[src/rtl/core/npcm_pkg.sv]
`default_nettype none

package npcm_pkg;

    localparam int CH_W    = 8;
    localparam int COLOR_W = 16;
    localparam int CNT_W   = 9;
    localparam int FIELD_W = 5;
    localparam int SQ_W    = 16;
    localparam int DIST_W  = 20;

    localparam int OPAQUE_BIT = 15;

    localparam logic [CH_W-1:0]   ALPHA_OPAQUE = 8'd128;
    localparam logic [CNT_W-1:0]  COUNT_RESET  = 9'd16;
    localparam logic [DIST_W-1:0] WEIGHT_R     = 20'd3;
    localparam logic [DIST_W-1:0] WEIGHT_G     = 20'd6;
    localparam logic [DIST_W-1:0] WEIGHT_B     = 20'd2;

    localparam logic KIND_WRITE = 1'b0;
    localparam logic KIND_PIXEL = 1'b1;

    typedef enum logic [1:0] {
        S_IDLE,
        S_SCAN,
        S_DRAIN,
        S_DONE
    } t_state;

    typedef struct packed {
        logic               kind;
        logic [CH_W-1:0]    entry_index;
        logic [COLOR_W-1:0] entry_color;
        logic [CH_W-1:0]    red;
        logic [CH_W-1:0]    green;
        logic [CH_W-1:0]    blue;
        logic [CH_W-1:0]    alpha;
        logic               last_pixel;
    } t_in_item;

    typedef struct packed {
        logic wr_entry;
        logic start;
        logic step;
        logic load_result;
    } t_dp_cmd;

    typedef struct packed {
        logic scan_last;
        logic count_zero;
        logic busy;
    } t_dp_sts;

    // Widens a 5-bit channel to 8 bits by replicating its top bits.
    function automatic logic [CH_W-1:0] widen5(input logic [FIELD_W-1:0] v);
        return {v, v[FIELD_W-1:FIELD_W-3]};
    endfunction

    function automatic logic [SQ_W-1:0] sq_diff(input logic [CH_W-1:0] a,
                                                input logic [CH_W-1:0] b);
        logic [CH_W-1:0] d;
        d = (a >= b) ? (a - b) : (b - a);
        return SQ_W'(d) * SQ_W'(d);
    endfunction

endpackage

`default_nettype wire

[src/rtl/core/npcm_ctrl.sv]
`default_nettype none

module npcm_ctrl (
    input  wire                  i_clk,
    input  wire                  i_rst_n,
    input  wire                  i_in_valid,
    input  wire                  i_kind,
    output logic                 o_in_ready,
    output logic                 o_out_valid,
    input  wire                  i_out_ready,
    output npcm_pkg::t_dp_cmd    o_cmd,
    input  npcm_pkg::t_dp_sts    i_sts
);

    npcm_pkg::t_state r_state, n_state;
    logic             r_out_valid, n_out_valid;

    always_ff @(posedge i_clk) begin
        if (!i_rst_n) begin
            r_state     <= npcm_pkg::S_IDLE;
            r_out_valid <= 1'b0;
        end else begin
            r_state     <= n_state;
            r_out_valid <= n_out_valid;
        end
    end

    always_comb begin
        n_state = r_state;
        unique case (r_state)
            npcm_pkg::S_IDLE: begin
                if (i_in_valid && i_kind == npcm_pkg::KIND_PIXEL) begin
                    n_state = i_sts.count_zero ? npcm_pkg::S_DONE : npcm_pkg::S_SCAN;
                end
            end
            npcm_pkg::S_SCAN: begin
                if (i_sts.scan_last) begin
                    n_state = npcm_pkg::S_DRAIN;
                end
            end
            npcm_pkg::S_DRAIN: begin
                if (!i_sts.busy) begin
                    n_state = npcm_pkg::S_DONE;
                end
            end
            npcm_pkg::S_DONE: begin
                if (!r_out_valid || i_out_ready) begin
                    n_state = npcm_pkg::S_IDLE;
                end
            end
            default: n_state = npcm_pkg::S_IDLE;
        endcase
    end

    always_comb begin
        o_in_ready = 1'b0;
        o_cmd      = '0;
        unique case (r_state)
            npcm_pkg::S_IDLE: begin
                o_in_ready     = 1'b1;
                o_cmd.wr_entry = i_in_valid && i_kind == npcm_pkg::KIND_WRITE;
                o_cmd.start    = i_in_valid && i_kind == npcm_pkg::KIND_PIXEL;
            end
            npcm_pkg::S_SCAN: begin
                o_cmd.step = 1'b1;
            end
            npcm_pkg::S_DRAIN: begin
            end
            npcm_pkg::S_DONE: begin
                o_cmd.load_result = !r_out_valid || i_out_ready;
            end
            default: begin
            end
        endcase
    end

    // The result register frees up in the same cycle its transfer completes.
    always_comb begin
        if (o_cmd.load_result) begin
            n_out_valid = 1'b1;
        end else if (r_out_valid && i_out_ready) begin
            n_out_valid = 1'b0;
        end else begin
            n_out_valid = r_out_valid;
        end
    end

    assign o_out_valid = r_out_valid;

endmodule

`default_nettype wire

[config.mk]
export PLATFORM = sky130hd
export DESIGN_NAME = npcm_ctrl
export DESIGN_NICKNAME = d
export VERILOG_FILES = /design/src/rtl/core/npcm_pkg.sv /design/src/rtl/core/npcm_ctrl.sv
export SDC_FILE = /design/constraint.sdc
export NUM_CORES = 1
export LEC_CHECK = 0
export BUFFER_PORTS_ARGS = -buffer_cell sky130_fd_sc_hd__buf_4
export CORE_AREA = 2 2 39 41
export CTS_CLUSTER_SIZE = 10
export DETAILED_ROUTE_END_ITERATION = 7
export DIE_AREA = 0 0 41 43
export HOLD_SLACK_MARGIN = 0.15
export PLACE_DENSITY = 0.48
export RECOVER_POWER = 50
export SYNTH_ARGS = -nofsm -noshare
export SYNTH_HDL_FRONTEND = slang
export SYNTH_SLANG_ARGS = --single-unit
[constraint.sdc]
create_clock -name i_clk -period 2.9 [get_ports i_clk]
set_clock_uncertainty 0.2 [all_clocks]
set_input_delay 0.725 -clock i_clk [delete_from_list [all_inputs] [get_ports i_clk]]
set_output_delay 0.725 -clock i_clk [all_outputs]
set_load 0.005 [all_outputs]
**Word level (Yosys, flattened, before mapping)**

Index checks and enable logic that the tools add are counted.

- Flip-flop bits (word level): 3
- Bits of input ports: 8
- Output and inout port bits: 6
- Word-level logic and storage cells: 30

- Equal/unequal tests: 7
- Muxes and demuxes: 12
- Bitwise operators: 1
- Reduce and logical (&&, ||, !) cells: 8

Operators with widths:

| kind | count |
|---|---|
| $mux 2 | 6 |
| $ne 2x2->1 const B | 4 |
| $pmux 2 s4 | 1 |
| $mux 1 | 5 |
| $eq 2x2->1 const B | 2 |
| $reduce_and 4->1 | 1 |
| $logic_and 1x1->1 | 3 |
| $eq 2x1->1 const B | 1 |
| $logic_not 2->1 | 1 |
| $reduce_bool 2->1 | 1 |
| $logic_not 1->1 | 1 |
| $logic_or 1x1->1 | 1 |
| $not 1->1 | 1 |

**Logic depth before layout (Yosys ltp)**

Gate-level depths: netlist of run 1.

- Depth after elaboration: 4
- Depth in mapped cells: 5
- Gate-level depth less buffers: 5

**Worst setup path before layout of run 1**

OpenSTA, ideal clock, no wires.

- Path kind: input to output
- Start point: in i_out_ready
- End point: out o_cmd[0] in the netlist's numbering
- Arrival time: 1.213 ns
- Data required time: 1.975 ns
- Slack: 0.762 ns
- Stages on the path: 3
- Buffers on the path: 1
- Cell sequence: nor2b_1 and2b_2 buf_4

RTL lines:

| what | line | source |
|---|---|---|
| start: declaration | npcm_ctrl.sv:10 | `input wire i_out_ready,` |
| end: declaration | npcm_ctrl.sv:11 | `output npcm_pkg::t_dp_cmd o_cmd,` |

==> results_dict.tcl, run 1 <==
set metrics [dict create \
    synth_area_per_cell_um2 9.07 \
    min_path_type "flip-flop to flip-flop" \
    clk_pin_slew_worst_paths_ps 40 \
    cap_violations 0 \
    hold_viol 0 \
    critPathKind "input pin to output port" \
    min_period_ps 2270 \
    grt_max_degree 6 \
    final_common_cell "buf_4" \
    nFillCells 158 \
    clock_latency_ps 230 \
    numPortBuffers 13 \
    num_rows 14 \
    ys_seq_area_share_pct 23.6 \
    h-tree-depth 1 \
    setup_ws_ps 629 \
    grt_usage_pct 6.81 \
    finalNetCount 58 \
    arrival_ps 1350 \
    die_y_um 43 \
    ctsLongestPathBuffers 2 \
    cts.sinks 3 \
    slowest_stage "and2b_2" \
    grt_overflow_total 0 \
    slowest_delay_ps 230 \
    crit_required_ps 1980 \
    cts_hold_buf 0 \
    path_max_fanout 3 \
    routed_wl_um 484 \
    gp_congestion 0.687 \
    synth_cell_types 16 \
    viasPerCell 3.88 \
    cts.repair.resized 0 \
    syn_area_um2 254 \
    first_iter_violations 0 \
    avgRoutedWirePerCell_um 8.07 \
    status "completed" \
    ant_nets 0 \
    drc 0 \
    setup_tns_ps 0 \
    fin_crit_sh_pct 78.3 \
    antenna_found_initial 0 \
    grt_pass1_vias 181 \
    via_count 233 \
    timing.fmax_mhz 440 \
    ys_ff_latch 3 \
    cp-end-kind "output port" \
    synthesis.nets 41 \
    post_cts_buffers 0 \
    area_growth_pct 53.7 \
    powerDensity_mw_per_mm2 762 \
    ios 14 \
    dp_hpwl_um 418 \
    fp.dieW_um 41 \
    path_cells "clkbuf_4 > nor2b_1 > and2b_2 > buf_4" \
    ys_warn_count 0 \
    drive_gt1_share_pct 43.2 \
    cts_buffers 3 \
    rsz0062_at_grt "false" \
    final_cell_mix "buf_4 (11), ha_1 (5), clkbuf_4 (5)" \
    startpoint_type "input pin" \
    cts-root-buf "clkbuf_4" \
    p_leak_nw 0.203 \
    tritoncts "built" \
    setup_viol 0 \
    core_area_mm2 0.00138 \
    dieArea_mm2 0.00176 \
    antenna_cells 0 \
    slew_headroom_pct 87.9 \
    initial_core_util_pct 18.4 \
    vdd_ir_drop_max_mv 0.241 \
    firstDrtPassIters 1 \
    syn_inst 28 \
    grt_pass1_wl_um 703 \
    dp_slack_ps 627 \
    maxSlewViolCount 0 \
    tightest_slew_ps 180 \
]
==> registers in the layout, indices dropped and copies added, names as in the netlist <==
| register | flops |
|---|---|
| o_out_valid | 1 |
| r_state | 2 |
==> Yosys cell counts (all sizes together) <==
library cell | n | area share [%]
mux2i | 2 | 7.9
and3 | 1 | 2.5
a21boi | 1 | 3.0
buf | 1 | 3.0
inv | 2 | 3.0
nor2b | 2 | 4.9
a2111o | 1 | 4.4
o21a | 1 | 3.0
o21ai | 1 | 2.0
dfxtp | 3 | 24
ha | 5 | 25
nand2 | 4 | 5.9
and2 | 1 | 3.0
mux2 | 1 | 4.4
nor2 | 1 | 1.5
and2b | 1 | 3.4
==> power breakdown <==
group	internal (mW)	switching (mW)	leakage [nW]
Sequential	0.0546	0.0129	0.0246
Clock	0.0515	0.0208	0.0150
Combinational	0.0916	0.0659	0.163
Total	0.198	0.0996	0.203
==> routing by layer <==
metal | vias to the layer above | part of all wire (%) | GRT usage [%]
li1 | 128 | - | -
met3 | 0 | 7.2 | 6.28
met5 | - | 0 | 0
met2 | 8 | 47 | 7.50
met1 | 97 | 46 | 7.35
met4 | 0 | 0 | 6.00
==> layout make-up <==
cell class                 count  area (µm²)  area share (%)
multi-input combinational     22         179            45.8
timing repair buffer          13        97.6            25.0
sequential                     3        60.1            15.4
clock buffer                   4        26.3            6.73
tap                           16        20.0            5.13
inverter                       2        7.51            1.92
==> cells by family (layout without fill, tap and decap cells) <==
family	count (synthesis)	in the layout	share of synthesized area (%)
AOI/OAI and AO/OA	4	4	12.3
adders and majority gates	5	5	24.6
buffers and inverters	3	19	5.91
DFF	3	3	23.6
muxes	3	3	12.3
and+or+nand+nor	10	10	21.2
==> final timing paths <==
path,cells past startpoint,start,slack (ps),end
hold / removal,2,r_state[1]$_SDFFE_PN0P_,300,r_state[1]$_SDFFE_PN0P_
hold reg to reg,2,r_state[1]$_SDFFE_PN0P_,300,r_state[1]$_SDFFE_PN0P_
setup reg to reg,5,r_state[0]$_SDFFE_PN0P_,1150,r_state[0]$_SDFFE_PN0P_
setup / recovery,4,i_out_ready,630,o_cmd[0]
==> per-stage QoR <==
| step | hold WS [ps] | cell area, µm² | std cells | utilization (%) | power (mW) |
|---|---|---|---|---|---|
| floorplan | 271 | 254 | 28 | - | 0.171 |
| global placement | 302 | 364 | 56 | 26.3 | 0.230 |
| detailed placement | 302 | 364 | 56 | 26.3 | 0.231 |
| CTS | 307 | 390 | 60 | 28.2 | 0.308 |
| global route | 324 | 390 | 60 | 28.2 | 0.333 |
| finish | 302 | 390 | 60 | 28.2 | 0.297 |
==> critical path, delay by kind of cell <==
| family | cells | cell delay, ps |
|---|---|---|
| AND/OR/NAND/NOR | 2 | 390 |
| buffers and inverters | 2 | 240 |
(Power assumes the default switching activity.)
==> run 2, diff against run 1 <==
--- a/config.mk
+++ b/config.mk
@@ -5,13 +5,14 @@
 export SDC_FILE = /design/constraint.sdc
 export NUM_CORES = 1
 export LEC_CHECK = 0
+export ABC_AREA = 1
 export BUFFER_PORTS_ARGS = -buffer_cell sky130_fd_sc_hd__buf_4
 export CORE_AREA = 2 2 39 41
 export CTS_CLUSTER_SIZE = 10
 export DETAILED_ROUTE_END_ITERATION = 7
 export DIE_AREA = 0 0 41 43
 export HOLD_SLACK_MARGIN = 0.15
-export PLACE_DENSITY = 0.48
+export PLACE_DENSITY = 0.51
 export RECOVER_POWER = 50
 export SYNTH_ARGS = -nofsm -noshare
 export SYNTH_HDL_FRONTEND = slang
==> constraint.sdc (replaced) <==
create_clock -name i_clk -period 2 [get_ports i_clk]
set_clock_uncertainty 0.2 [all_clocks]
set_input_delay 0.5 -clock i_clk [delete_from_list [all_inputs] [get_ports i_clk]]
set_output_delay 0.5 -clock i_clk [all_outputs]
set_load 0.005 [all_outputs]
==> run 2 against run 1 <==
Combinational power increased by 51%. Routed wire length increased by 10%. Synthesized area increased by 8.9%. Die area unchanged. Setup slack got worse by 510 ps. Utilization increased by 0.27 points. Sequential cell count unchanged. Via count increased by 13%. Total power increased by 48%. Critical path type is now flip-flop to output port. Largest power group unchanged.
==> results_dict.tcl, run 2 <==
set metrics [dict create \
    status "completed" \
    largest_register_ff_count 2 \
    slowest_delay_ps 370 \
    synth_common_cells "nand2_1 (9), nor2_1 (8), inv_1 (7)" \
    min_period_ps 1880 \
    cp-end-kind "output port" \
    rr_worst_depth 8 \
    viasPerCell 3.67 \
    via_count 264 \
    synth_async_sr_flop_share_pct 0 \
    powerDensity_mw_per_mm2 1120 \
    area_growth_pct 42.5 \
    die_y_um 43 \
    synth_most_common_cell "nand2_1" \
    timing.fmax_mhz 531 \
    dieArea_mm2 0.00176 \
    hold_path.startpoint "i_rst_n" \
    worstHoldPathCells 3 \
    avgRoutedWirePerCell_um 7.42 \
    grt_usage_pct 7.42 \
    tightest_slew_ps 260 \
    ys_ff_latch 3 \
    first_iter_violations 6 \
    antenna_cells 0 \
    synthesis.nets 53 \
    h-tree-depth 1 \
    arrival_ps 1180 \
    ios 14 \
    drc 0 \
    ys_warn_count 0 \
    path_max_fanout 4 \
    cp_num_buf_inv 2 \
    nFillCells 166 \
    r2r-end "r_state[0]$_SDFFE_PN0P_" \
    holdPathEnd "r_state[1]$_SDFFE_PN0P_" \
    hold_viol 0 \
    vdd_ir_drop_max_mv 0.346 \
    setup_viol 0 \
    cts-root-buf "clkbuf_4" \
    synth_area_leader_cell "ha_1" \
    place_area_um2 387 \
    post_cts_buffers 0 \
    synth.area.top_cells "ha_1 (23%), dfxtp_1 (22%), nand2_1 (12%)" \
    synth-edff-count 0 \
    cts_hold_buf 0 \
    setup_tns_ps 0 \
    finalNetCount 70 \
    syn_area_um2 277 \
    firstDrtPassIters 2 \
    ant_nets 0 \
    clock_latency_ps 230 \
    slowest_stage "dfxtp_1" \
    cap_violations 0 \
    cts.sinks 3 \
    routed_wl_um 534 \
    syn_inst 40 \
    synth_area_per_cell_um2 6.91 \
    stdcell_area_um2 394 \
    critPathKind "flip-flop to output port" \
    min_path_type "input pin to flip-flop" \
    fp.dieW_um 41 \
    crit_required_ps 1300 \
    path_cells "inv_1 > ha_1 > nand2_1 > nor2_1 > buf_4" \
    p_leak_nw 0.217 \
    r2r_slack_ps 440 \
    dp_hpwl_um 444 \
    cts.repair.resized 0 \
    slew_headroom_pct 82.6 \
    drive_gt1_share_pct 30.4 \
    grt_pass1_wl_um 855 \
    grt_max_degree 5 \
    clk_pin_slew_worst_paths_ps 40 \
    rsz0062_at_grt "false" \
    startpoint_type "flip-flop" \
    largest_register "r_state" \
    ctsLongestPathBuffers 2 \
    final_common_cell "buf_4" \
    numPortBuffers 13 \
    synth_ff_type "dfxtp_1" \
    cts_buffers 3 \
    grt_overflow_total 0 \
    num_rows 14 \
    fin_crit_sh_pct 94.1 \
    ys_seq_area_share_pct 21.7 \
    grt_pass1_vias 225 \
    crit_family "flip-flops" \
    gp_congestion 0.716 \
    synth_top_area_share_pct 22.6 \
    tritoncts "built" \
    synth_cell_types 12 \
    initial_core_util_pct 20.0 \
    final_cell_mix "buf_4 (12), nand2_1 (9), nor2_1 (9)" \
    maxSlewViolCount 0 \
    core_area_mm2 0.00138 \
    r2r_start "r_state[0]$_SDFFE_PN0P_" \
    antenna_found_initial 0 \
]
## run 2: worst max path at each step
stage / startpoint / to / slack [ps] / depth (start not counted)
floorplan: r_state[0]$_SDFFE_PN0P_ / o_cmd[3] / 520 / 4
global placement: r_state[0]$_SDFFE_PN0P_ / o_cmd[3] / 390 / 5
detailed placement: r_state[0]$_SDFFE_PN0P_ / o_cmd[3] / 350 / 5
CTS: r_state[0]$_SDFFE_PN0P_ / o_cmd[3] / 90 / 5
global route: r_state[0]$_SDFFE_PN0P_ / o_cmd[3] / 10 / 5
finish: r_state[0]$_SDFFE_PN0P_ / o_cmd[3] / 120 / 5
## run 2: worst min-delay path, stage by stage
cell	delay, ps
buf_4	90
nand2_1	50
nor2_1	70
## run 2: cell type report
cell class | instances | area (µm²) | share of cell area (%)
tap | 16 | 20.0 | 5.08
timing repair buffer | 13 | 97.6 | 24.8
inverter | 7 | 26.3 | 6.67
clock buffer | 4 | 26.3 | 6.67
multi-input combinational | 29 | 164 | 41.6
sequential | 3 | 60.1 | 15.2
## run 2: kinds of logic (layout without fill, tap and decap cells)
group | after synthesis | count (layout) | share of synthesized area [%]
buffers and inverters | 8 | 24 | 12.2
AOI/OAI and AO/OA | 4 | 4 | 12.2
and+or+nand+nor | 20 | 20 | 31.2
adders and majority gates | 5 | 5 | 22.6
DFF | 3 | 3 | 21.7
## run 2: per-stage QoR
stage                     hold WS [ps]  std cells  util [%]  power [mW]  setup slack, ps
after CTS                          303         72      29.8       0.481             92.0
after detailed placement           305         68      27.9       0.368              347
final                              309         72      28.5       0.441              118
after global routing               313         72      28.5       0.493             14.4
after global placement             295         68      27.9       0.372              389
after floorplan                    289         40         -       0.282              519
## run 2: layer usage
layer	wire length, µm	vias up	GRT usage, %
met3	53	0	6.28
li1	-	153	-
met2	235	8	8.75
met4	0	0	2.00
met1	245	103	9.94
met5	0	-	0
## run 2: power breakdown
part / switching, mW / leakage [nW] / internal, mW
logic: 0.124 / 0.177 / 0.114
clock network: 0.0306 / 0.0150 / 0.0747
registers: 0.0186 / 0.0247 / 0.0792
